`src/rtl/lchc_pkg.sv`:
```
// Shared types and constants for the long contact hit classifier.
package lchc_pkg;

  localparam int unsigned CHANNELS = 4;
  localparam int unsigned HOLD_W   = 24;
  localparam logic [HOLD_W-1:0] HOLD_RESET = 24'd3000000;

  // bit 0 valid left, bit 1 valid right, bit 2 invalid left, bit 3 invalid right
  typedef logic [CHANNELS-1:0] chan_mask_t;

  typedef struct packed {
    chan_mask_t raw;
    chan_mask_t fired;
  } chan_status_t;

  typedef struct packed {
    logic       valid;
    chan_mask_t mask;
    logic       dbl;
  } hit_event_t;

  typedef enum logic [2:0] {
    PH_IDLE   = 3'b001,
    PH_WAIT   = 3'b010,
    PH_SINGLE = 3'b100
  } phase_t;

endpackage

```
`src/rtl/lchc_channel.sv`:
```
// Per-channel hold counter and re-arm latch.
module lchc_channel import lchc_pkg::*; #(
  parameter int unsigned COUNT_BITS = 24,
  parameter int unsigned NEED_W     = 24
) (
  input  logic              clk,
  input  logic              rst,
  input  logic              step,
  input  logic              level,
  input  logic [NEED_W-1:0] need,
  output logic              fire
);

  logic [COUNT_BITS-1:0] cnt;
  logic [COUNT_BITS-1:0] cnt_next;
  logic [COUNT_BITS-1:0] cnt_inc;
  logic                  latch;
  logic                  latch_next;
  logic                  gated;

  always_comb begin
    gated      = level && !latch;
    cnt_inc    = (&cnt) ? cnt : cnt + COUNT_BITS'(1);
    fire       = gated && (NEED_W'(cnt_inc) >= need);
    cnt_next   = gated ? cnt_inc : '0;
    latch_next = level && (latch || fire);
  end

  always_ff @(posedge clk) begin
    if (rst) begin
      cnt   <= '0;
      latch <= 1'b0;
    end else if (step) begin
      cnt   <= cnt_next;
      latch <= latch_next;
    end
  end

  a_fire_sets_latch: assert property (@(posedge clk) disable iff (rst)
    step && fire |=> latch)
    else $error("channel fired without latching");

endmodule

```
`src/rtl/lchc_fsm.sv`:
```
// Phase machine turning channel firings into hit events.
module lchc_fsm import lchc_pkg::*; (
  input  logic         clk,
  input  logic         rst,
  input  logic         step,
  input  chan_status_t status,
  output hit_event_t   ev
);

  phase_t     phase;
  phase_t     phase_next;
  chan_mask_t first_mask;
  chan_mask_t first_mask_next;
  logic       multi;

  always_comb begin
    phase_next      = phase;
    first_mask_next = first_mask;
    ev              = '0;
    multi           = (status.fired & (status.fired - chan_mask_t'(1))) != '0;
    unique case (phase)
      PH_WAIT: begin
        if (status.fired != '0) begin
          phase_next = PH_IDLE;
          ev = '{valid: 1'b1, mask: first_mask | status.fired, dbl: 1'b1};
        end else if ((status.raw & ~first_mask) == '0) begin
          phase_next = PH_SINGLE;
          ev = '{valid: 1'b1, mask: first_mask, dbl: 1'b0};
        end
      end
      PH_SINGLE: begin
        if (status.fired != '0) begin
          phase_next = PH_IDLE;
          ev = '{valid: 1'b1, mask: first_mask | status.fired, dbl: 1'b1};
        end else if (status.raw == '0) begin
          phase_next = PH_IDLE;
        end
      end
      default: begin
        phase_next = PH_IDLE;
        if (status.fired != '0) begin
          if (multi) begin
            ev = '{valid: 1'b1, mask: status.fired, dbl: 1'b1};
          end else begin
            first_mask_next = status.fired;
            if ((status.raw & ~status.fired) == '0) begin
              phase_next = PH_SINGLE;
              ev = '{valid: 1'b1, mask: status.fired, dbl: 1'b0};
            end else begin
              phase_next = PH_WAIT;
            end
          end
        end
      end
    endcase
  end

  always_ff @(posedge clk) begin
    if (rst) begin
      phase      <= PH_IDLE;
      first_mask <= '0;
    end else if (step) begin
      phase      <= phase_next;
      first_mask <= first_mask_next;
    end
  end

  a_wait_one_first: assert property (@(posedge clk) disable iff (rst)
    phase == PH_WAIT |-> $onehot(first_mask))
    else $error("waiting with other than one first channel");

  a_single_one_flag: assert property (@(posedge clk) disable iff (rst)
    step && ev.valid && !ev.dbl |-> $onehot(ev.mask))
    else $error("single event with other than one channel");

endmodule

```
`src/rtl/long_contact_hit_classifier.sv`:
```
// Top level of the long contact hit classifier.
//
// Input stream: one item per sample tick of the four contact lines, taken on
// s_axis_tvalid & s_axis_tready. Each channel counts ticks of continuous
// contact and fires once when the count reaches hold_ticks; firings become
// hit events (single or double) on the output stream.
// Output stream: at most one event item per input item, valid in the cycle after
// the input item is taken. Throughput is one item per cycle; the result
// register is the only stage, so s_axis_tready drops only while an event
// waits in it and m_axis_tready is low.
// Ticks that produce no event leave the output idle.
// cfg_we writes hold_ticks (24 bits); write only while the stream is idle.
// Reset: hold_ticks = 3000000, counters and latches cleared, phase idle,
// output empty.
module long_contact_hit_classifier import lchc_pkg::*; #(
  parameter int unsigned COUNT_BITS = 24
) (
  input  logic              clk,
  input  logic              rst,
  input  logic              s_axis_tvalid,
  output logic              s_axis_tready,
  input  logic [7:0]        s_axis_tdata,  // valid left, valid right, invalid left, invalid right
  output logic              m_axis_tvalid,
  input  logic              m_axis_tready,
  output logic [7:0]        m_axis_tdata,  // hit_valid_left, hit_valid_right, hit_invalid_left,
                                           // hit_invalid_right, is_double
  input  logic              cfg_we,
  input  logic [HOLD_W-1:0] cfg_wdata
);

  localparam int unsigned NEED_W = (COUNT_BITS > HOLD_W) ? COUNT_BITS : HOLD_W;

  logic [HOLD_W-1:0] hold_ticks;
  logic [NEED_W-1:0] need;
  logic              step;
  chan_status_t      status;
  hit_event_t        ev;

  always_ff @(posedge clk) begin
    if (rst) begin
      hold_ticks <= HOLD_RESET;
    end else if (cfg_we) begin
      hold_ticks <= cfg_wdata;
    end
  end

  assign need = (hold_ticks == '0) ? NEED_W'(1) : NEED_W'(hold_ticks);

  assign s_axis_tready = !m_axis_tvalid || m_axis_tready;
  assign step          = s_axis_tvalid && s_axis_tready;
  assign status.raw    = s_axis_tdata[CHANNELS-1:0];

  for (genvar i = 0; i < CHANNELS; i++) begin : g_chan
    lchc_channel #(
      .COUNT_BITS(COUNT_BITS),
      .NEED_W    (NEED_W)
    ) u_chan (
      .clk  (clk),
      .rst  (rst),
      .step (step),
      .level(s_axis_tdata[i]),
      .need (need),
      .fire (status.fired[i])
    );
  end

  lchc_fsm u_fsm (
    .clk   (clk),
    .rst   (rst),
    .step  (step),
    .status(status),
    .ev    (ev)
  );

  always_ff @(posedge clk) begin
    if (rst) begin
      m_axis_tvalid <= 1'b0;
    end else if (s_axis_tready) begin
      m_axis_tvalid <= step && ev.valid;
    end
  end

  always_ff @(posedge clk) begin
    if (s_axis_tready) begin
      m_axis_tdata <= {3'b000, ev.dbl, ev.mask};
    end
  end

  a_reset_empty: assert property (@(posedge clk)
    rst |=> !m_axis_tvalid)
    else $error("output valid straight after reset");

endmodule

```
`config.mk`:
```
export PLATFORM = sky130hd
export DESIGN_NAME = long_contact_hit_classifier
export DESIGN_NICKNAME = d
export VERILOG_FILES = /design/src/rtl/lchc_pkg.sv /design/src/rtl/lchc_channel.sv /design/src/rtl/lchc_fsm.sv /design/src/rtl/long_contact_hit_classifier.sv
export SDC_FILE = /design/constraint.sdc
export NUM_CORES = 1
export LEC_CHECK = 0
export BUFFER_PORTS_ARGS = -buffer_cell sky130_fd_sc_hd__buf_2
export CORE_UTILIZATION = 55
export DETAILED_ROUTE_END_ITERATION = 10
export GPL_ROUTABILITY_DRIVEN = 0
export PLACE_DENSITY = 0.75
export SLEW_MARGIN = 20
export SYNTH_ARGS = -nofsm -noshare
export SYNTH_HDL_FRONTEND = slang
export SYNTH_SLANG_ARGS = --single-unit
```
`constraint.sdc`:
```
create_clock -name clk -period 4.6 [get_ports clk]
set_input_delay 0.23 -clock clk [delete_from_list [all_inputs] [get_ports clk]]
set_output_delay 0.23 -clock clk [all_outputs]
set_load 0.02 [all_outputs]
```
* Yosys cells after proc, flatten, opt, wreduce, memory -nomap -nowiden
Cells that the tools add are included.
** Operators by class
- Add/sub/neg operators :: 5
- Order comparisons :: 4
- Equal/unequal tests :: 4
- Multiplexer cells :: 24
- Bitwise gates (word level) :: 8
- Reductions and logical operators :: 37
** Operators with widths (count)
- two-way mux 24 bit :: 9
- adder 24 x 1 -> 24 bit (second input constant) :: 4
- >= comparator 24 bit :: 4
- AND reduction 24 bit :: 4
- two-way mux 6 bit :: 6
- zero test 24 bit :: 1
- two-way mux 3 bit :: 7
- logical AND 1 bit :: 14
- AND 4 bit :: 3
- zero test 4 bit :: 3
- case mux 6 bit (2 select lines) :: 1
- inverter 4 bit :: 2
- nonzero test 4 bit :: 2
- != test 3 x 1 -> 1 bit (second input constant) :: 2
- case mux 3 bit (2 select lines) :: 1
- zero test 1 bit :: 5
- logical OR 1 bit :: 5
- bitwise OR 4 bit :: 1
- AND reduction 4 bit :: 1
- subtractor 4 x 1 -> 4 bit (second input constant) :: 1
- equality test 3 x 2 -> 1 bit (second input constant) :: 1
- equality test 3 bit (second input constant) :: 1
- AND reduction 3 bit :: 1
- inverter 1 bit :: 2
- OR reduction 2 bit :: 1
** Word-level totals
- Bits in registers :: 137
- Output and inout port bits :: 10
- Word-level logic and storage cells :: 95

* Depth between registers and ports, before layout
Gate-level depths: netlist of the first run.
- Depth after elaboration :: 12
- Depth in mapped cells :: 23
- Depth with buffers taken out :: 21

* Modules after synthesis
From an unflattened synthesis of the first run, not the netlist that was laid out.
** Second synthesis, totals
- Cell total of the unflattened synthesis :: 1442
- Area, all modules :: 11592.4 um^2
** Modules (own cells, without submodules)
- lchc_channel :: instances 4, cells each 311, area an instance 2442.3 um^2, sequential area each 500.5 um^2
- long_contact_hit_classifier :: instances 1, cells each 124, area an instance 1239.9 um^2, sequential area each 650.6 um^2
- lchc_fsm :: instances 1, cells each 74, area an instance 583.1 um^2, sequential area each 140.1 um^2

* Worst setup path after synthesis of the first run
No wires, ideal clock.
- Path type :: register to register
- Start point :: reg g_chan[1].u_chan.cnt[10]
- End point :: reg m_axis_tdata[2] (data pin)
- Setup time :: 0.271 ns
- Arrival :: 4.607 ns
- Data required time :: 4.329 ns
- Setup slack :: -0.277 ns
- Stages on the path, launching flop included :: 24
- Buffers on the path :: 3
- Cells stage by stage :: dfxtp_1 clkbuf_1 and4_1 and3_1 clkbuf_1 nand4_2 nor4b_2 and2_1 and3_1 buf_2 nand2_1 nor2_1 xor2_1 ha_1 and3_1 nand4_1 a21oi_1 or4_1 a211oi_2 o21ai_2 a211oi_1 o21bai_2 a21oi_2 o21ai_2
** RTL lines
- start: declaration :: line lchc_channel.sv:14 : logic [COUNT_BITS-1:0] cnt;
- start signal: assignment :: line lchc_channel.sv:34 : cnt <= cnt_next;
- end signal: assignment :: line long_contact_hit_classifier.sv:85 : m_axis_tdata <= {3'b000, ev.dbl, ev.mask};
- end: declaration :: line long_contact_hit_classifier.sv:25 : output logic [7:0] m_axis_tdata,

==> results of run 1 <==
## Yosys cell counts (5+ instances only)
cell	instances
a22oi_1	57
nor2_1	163
a211o_1	6
a21oi_2	5
and3_1	15
a31oi_1	11
nand4_1	33
nand2_1	104
xnor2_1	57
xor2_1	31
a211oi_1	11
inv_1	40
nor4_1	12
nor3_1	22
o211ai_1	19
buf_2	7
nand2b_1	11
mux2i_1	15
ha_1	96
mux2_2	5
clkbuf_1	47
and4_1	14
a21oi_1	85
nor2b_1	6
and2_1	16
a311oi_1	6
nand3_1	46
or3_1	15
edfxtp_1	5
o21a_1	7
o21ai_0	68
dfxtp_1	132
## worst paths after layout
| check | end | slack, ns | from | depth (start not counted) |
|---|---|---|---|---|
| min | hold_ticks[7] | 0.02 | cfg_wdata[7] | 3 |
| max | m_axis_tdata[1] | -0.009 | g_chan[0].u_chan.cnt[9] | 20 |
| max reg2reg | m_axis_tdata[1] | -0.009 | g_chan[0].u_chan.cnt[9] | 20 |
| min reg2reg | u_fsm.first_mask[3] | 0.52 | u_fsm.first_mask[3] | 2 |
## layer usage
layer	share of wire	up-vias	GRT usage
li1	-	4768	-
met3	0.060	66	0.0544
met4	0.034	0	0.141
met5	0	-	0
met1	0.43	4626	0.389
met2	0.48	323	0.511
## registers in the layout (all words and copies together), names as in the netlist
| name | flops |
|---|---|
| m_axis_tvalid | 1 |
| g_chan.u_chan.latch | 4 |
| u_fsm.phase | 3 |
| hold_ticks | 24 |
| u_fsm.first_mask | 4 |
| g_chan.u_chan.cnt | 96 |
| m_axis_tdata | 5 |
## worst max-delay path: stages (launching register included)
cell and delay (ns):
dfxtp_1 0.31, and4_2 0.28, and2_4 0.18, nand4_1 0.10, and4_1 0.22, nand4_1 0.22
nor3_4 0.32, buf_6 0.14, nand4_1 0.11, xnor2_1 0.26, ha_1 0.30, nand4_1 0.11
nor3_2 0.07, a31oi_1 0.16, o211ai_1 0.18, o31ai_4 0.45, o21ai_4 0.17, nor3_4 0.23
o32ai_4 0.17, a21oi_4 0.25, o21ai_2 0.10
## power groups by stage
stage / clock, W / sequential (W) / combinational (W)
2_1_floorplan: 0 / 0.00125 / 0.000178
3_3_place_gp: 0 / 0.00125 / 0.000268
3_5_place_dp: 0 / 0.00125 / 0.000273
4_1_cts: 0.00140 / 0.00122 / 0.000276
5_1_grt: 0.00145 / 0.00122 / 0.000312
6_report: 0.00139 / 0.00122 / 0.000285
## cells in the final DEF, fill, tap and decap left out, types with 19 or more instances in the layout
cell / instances
nand3_1: 42
xor2_1: 31
buf_2: 38
a21oi_1: 83
nor2_1: 155
nand4_1: 33
xnor2_1: 55
a22oi_1: 57
o211ai_1: 19
nand2_1: 100
ha_1: 95
buf_4: 107
o21ai_0: 66
dfxtp_1: 130
inv_1: 40
## repair_timing
item	4_1_cts	5_1_grt
setup endpoints to repair	8	13
buffers inserted	0	13
resized for setup	2	46
gates cloned	0	0
hold buffers	0	0
pin swaps	2	35
hold endpoints to repair	0	0
## stage by stage
stage / std cells / area [um^2] / utilization / setup TNS [ns]
finish: 1589 / 11900 / 0.678 / -0.00918
global route: 1589 / 11900 / 0.678 / -1.82
detailed placement: 1545 / 11000 / 0.629 / -0.326
floorplan: 1247 / 10100 / - / 0
CTS: 1576 / 11600 / 0.663 / -0.00159
global placement: 1545 / 11000 / 0.629 / -0.0570
## kinds of logic after synthesis
logic type      count (synthesis)  share of synthesized area
xor+xnor                       89                     0.0790
compound gates                321                      0.222
flops                         137                      0.280
fa+ha+maj                      97                      0.122
other cells                     1                   0.000376
mux                            20                     0.0207
buf+inv                       101                     0.0402
simple gates                  479                      0.236
## area by class of cell
cell class                 instances  area share
clock inverter                    13      0.0131
inverter                          41      0.0130
timing repair buffer             146      0.0848
clock buffer                      18      0.0362
sequential                       137       0.236
tap                              225      0.0238
multi-input combinational       1009       0.593
==> metrics, run 1 <==
post-synthesis sequential area ratio=0.280; Tcrit/Tclk final=1.00; Clock Skews=0.0101 ns; via count=between 9000 and 10000; Multi-input gate area=~7000 um^2; fin. max-slew vios=0; max-cap viol count=0; initial antenna violation count=0; fill count=around 1400; Reg area=about 2800 um^2; Yosys cell types=between 80 and 90; crit path kind=flip-flop to flip-flop; Mean Syn Cell Area=about 8 um^2; number of top-level pins=47; largest net degree at the start of global routing=73; area grow syn2layout=19.0%; antenna-violating nets left=0; Nets=between 1000 and 1500; DR pass1 iterations=5; Critical Path AT=4.78 ns; all-layer global routing usage=0.309; sw power=between 0.0007 and 0.0008 W; Power, Total=0.00290 W; slew margin rel.=0.392; DIE WIDTH=137 um; unrepaired setup endpoints after global routing=yes; failing checks=negative setup slack; cell area after synthesis=between 9000 and 10000 um^2; area leader, netlist=dfxtp_1; Hold Slack=roughly 0.018 ns; Hold Fails Final Rpt=0; # DRC=0; Yosys top cell area share=0.265; Fmax=approximately 220 MHz; clock latency at the later pin of the worst-skew pair=about 0.43 ns; Tmin final=4.61 ns; Clock power frac=0.480; EDFF count, synth=5; PwrDens=around 240 nW/um^2; Sw Share=0.261; worst min-delay path class=primary input to flip-flop; ys async rst share=0; Pint=between 0.002 and 0.0025 W; H-tree depth=4; vias per std cell=roughly 6.2; Flop pwr share=0.422; Final WS setup=-0.00918 ns; chip height=roughly 140 um; Iteration-0 DRC Markers=approximately 760; Worst Path Required=4.78 ns; row cnt=between 40 and 50; Ant. Diodes=0; IO buf count=39; Inserted Clock Buffers=17; leakage=5.05 nW; Setup-failing EPs final=1; core area=17500 um^2; drt total wl=around 29 mm; Critical Path Fanout Max=6; hpwl dp=19.8 mm; worst slew pin tran=between 0.9 and 1 ns; top post-synthesis cells by area=dfxtp_1, ha_1, nor2_1; Post-Syn Instances=about 1200; clock-pin slew on the worst setup and hold paths=roughly 0.06 ns; peak supply drop=0.000295 V; Post-synth top flop=dfxtp_1; layout cells sized above 1=0.194; Startpoint Class=flip-flop; Max clock buf depth=2; Ys Warns=0; remaining global-route overflow=0; Synth Register Bits=approximately 140; first-pass GRT wire length=44.5 mm; CTS root buffer=clkbuf_16; Starting Density=0.570; CTS tree=built; CTS sink count=about 140; WL per Instance=between 15 and 20 um; Comb power frac=0.098; vias in the first global route=8780; full die area=roughly 19000 um^2; Crit. End Element=flip-flop; dpl ws=-0.0779 ns; status=finished with violations
Power figures use the tool's default switching activity.
==> run 2, diff against run 1 <==
- SYNTH_HIERARCHICAL: not set -> 1
==> metrics, run 2 <==
fin. max-slew vios=0; Yosys top cell area share=0.228; Post-synth top flop=dfxtp_1; CTS sink count=around 140; Reg area=~2800 um^2; Inserted Clock Buffers=17; number of top-level pins=47; dpl cells=~1800; CTS tree=built; cell area after synthesis=between 10000 and 15000 um^2; fill count=about 1600; antenna-violating nets left=0; Tmin final=approximately 4.5 ns; EDFF count, synth=5; Clock Skews=roughly 0.011 ns; worst slew pin tran=about 1.2 ns; Ys Warns=6; # DRC=0; leading registers by flop count=g_chan.u_chan/cnt: 96 flops, hold_ticks: 24 flops, m_axis_tdata: 5 flops; leakage=between 6 and 7 nW; WL per Instance=18.6 um; clock latency at the later pin of the worst-skew pair=approximately 0.44 ns; most frequent cells in the layout=buf_4, nand2_1, dfxtp_1; DIE WIDTH=147 um; unrepaired setup endpoints after global routing=yes; clock-pin slew on the worst setup and hold paths=around 0.060 ns; Cell Chain, Critical Path=buf_4 -> nand4_1 -> buf_4 -> nor4_4 -> nand2_2 -> or2_4 -> xnor2_2 -> ha_1 -> nand4_1 -> buf_4 -> a211oi_1 -> a2111oi_1 -> buf_4 -> a21oi_1 -> buf_4 -> or4_4 -> a41o_4 -> a31oi_1 -> a21oi_1; top post-synthesis cells by area=dfxtp_1, ha_1, nand2_1; slew margin rel.=0.194; Post-Syn Instances=between 1000 and 1500; area leader, netlist=dfxtp_1; peak supply drop=~0.00023 V; Mean Syn Cell Area=roughly 8 um^2; crit path kind=flip-flop to flip-flop; Startpoint Class=flip-flop; row cnt=52; Max clock buf depth=2; Critical Path AT=4.69 ns; max-cap viol count=0; Multi-input gate area=8100 um^2; DR pass1 iterations=7; post-synthesis sequential area ratio=0.241; CP most frequent cell=buf_4; Starting Density=0.567; largest net degree at the start of global routing=37; core area=between 20000 and 25000 um^2; vias in the first global route=11200; ys async rst share=0; Hold Fails Final Rpt=0; status=finished, final reports clean; final cell count without fillers=between 1500 and 2000; Crit path largest cell delay=between 0.4 and 0.5 ns; Setup-failing EPs final=0; final setup TNS=0 ns; Crit. End Element=flip-flop; count leader, synth=nand2_1; first-pass GRT wire length=roughly 55 mm; IO buf count=39; slowest CP cell=or4_4; H-tree depth=4; Iteration-0 DRC Markers=1081; via count=roughly 12000; register with the most flip-flops=g_chan.u_chan/cnt; initial antenna violation count=1; commonest non-fill, non-tap cell in the layout=buf_4; vias per std cell=between 6 and 7; area grow syn2layout=19.3%; all-layer global routing usage=0.317; Power, Total=0.00312 W; remaining global-route overflow=0; Tcrit/Tclk final=0.981; worst min-delay path class=primary input to flip-flop; PwrDens=about 230 nW/um^2; full die area=~22000 um^2; Worst Path Required=about 4.8 ns; Nets=~1700; chip height=between 100 and 150 um; hpwl dp=~25 mm; Synth Register Bits=around 140; Yosys cell types=84; CTS root buffer=clkbuf_16; layout cells sized above 1=0.226; drt total wl=34.8 mm; Fmax=between 200 and 250 MHz; Critical Path Fanout Max=6; commonest cells in the synthesized netlist=nand2_1, dfxtp_1, inv_1; max reg flops=between 90 and 100
-- run 2: changes by cell type in the layout (fill, tap and decap cells not counted), moves of 31 or more --
cell	previous run	this run
nor2_1	155	79
a31oi_1	11	42
a21o_1	3	41
inv_1	40	105
a22oi_1	57	0
buf_4	107	169
nand2_1	100	142
nand3_1	42	81
-- run 2: timing repair --
action	4_1_cts	5_1_grt
hold buffers	2	0
endpoints found under the hold margin	2	0
pin swaps	0	17
cloned	0	1
gates resized for setup	2	33
setup endpoints to repair	5	12
setup buffers	0	13
-- run 2: layer usage --
metal,routed length (um),part of all wire,vias up,global-route usage
li1,-,-,5534,-
met3,2560,0.074,130,0.0494
met2,16000,0.46,529,0.519
met5,0,0,-,0
met4,1730,0.050,0,0.173
met1,14500,0.42,5597,0.398
-- run 2: layout make-up --
| type | count | area share |
|---|---|---|
| clock buffers | 20 | 0.0323 |
| flip-flops and latches | 137 | 0.202 |
| repair buffers | 214 | 0.111 |
| multi-input cells | 1104 | 0.586 |
| well taps | 270 | 0.0244 |
| inverters | 110 | 0.0299 |
| clock inverters | 12 | 0.0144 |
| diodes | 1 | 0.000181 |
-- run 2: final timing paths --
check                           from             endpoint  slack (ns)  depth (start not counted)
max          g_chan[0].u_chan/cnt[5]      m_axis_tdata[2]        0.09                         19
min                    cfg_wdata[18]       hold_ticks[18]       0.005                          2
max reg2reg  g_chan[0].u_chan/cnt[5]      m_axis_tdata[2]        0.09                         19
min reg2reg      u_fsm/first_mask[1]  u_fsm/first_mask[1]        0.49                          2
-- run 2: worst max-delay path, delay by kind of cell, from the launching register on --
kind	cells	cell delay, ns
adder cells (fa/ha/maj)	1	0.30
buffers and inverters	5	0.83
XOR/XNOR	1	0.14
AO/OA/AOI/OAI	6	1.05
flip-flops	1	0.33
AND/OR/NAND/NOR	6	1.58
-- run 2: metrics by stage --
| step | hold WS [ns] | setup slack [ns] | instance area [um^2] | utilization |
|---|---|---|---|---|
| after CTS | 0.00199 | 0.0159 | 13600 | 0.664 |
| final | 0.00493 | 0.0892 | 13800 | 0.677 |
| after floorplan | 0.303 | 0.0989 | 11600 | - |
| after global routing | 0.00430 | -0.103 | 13800 | 0.677 |
| after global placement | 0.435 | 0.0530 | 12900 | 0.631 |
| after detailed placement | 0.442 | -0.00483 | 12900 | 0.631 |
-- run 2: power by group --
group | switching [W] | total, W | internal [W] | leakage, nW
Clock | 0.000569 | 0.00154 | 0.000976 | 0.314
Sequential | 0.0000295 | 0.00124 | 0.00121 | 1.13
Combinational | 0.000204 | 0.000334 | 0.000129 | 4.95
Total | 0.000803 | 0.00312 | 0.00232 | 6.39
-- run 2: cell families after synthesis --
kind of cell / Yosys count / synth area share
AND/OR/NAND/NOR: 529 / 0.257
XOR/XNOR: 89 / 0.0672
other: 1 / 0.000323
AO/OA/AOI/OAI: 359 / 0.230
adder cells (fa/ha/maj): 101 / 0.109
buffers and inverters: 203 / 0.0737
multiplexers: 23 / 0.0216
flip-flops: 137 / 0.241
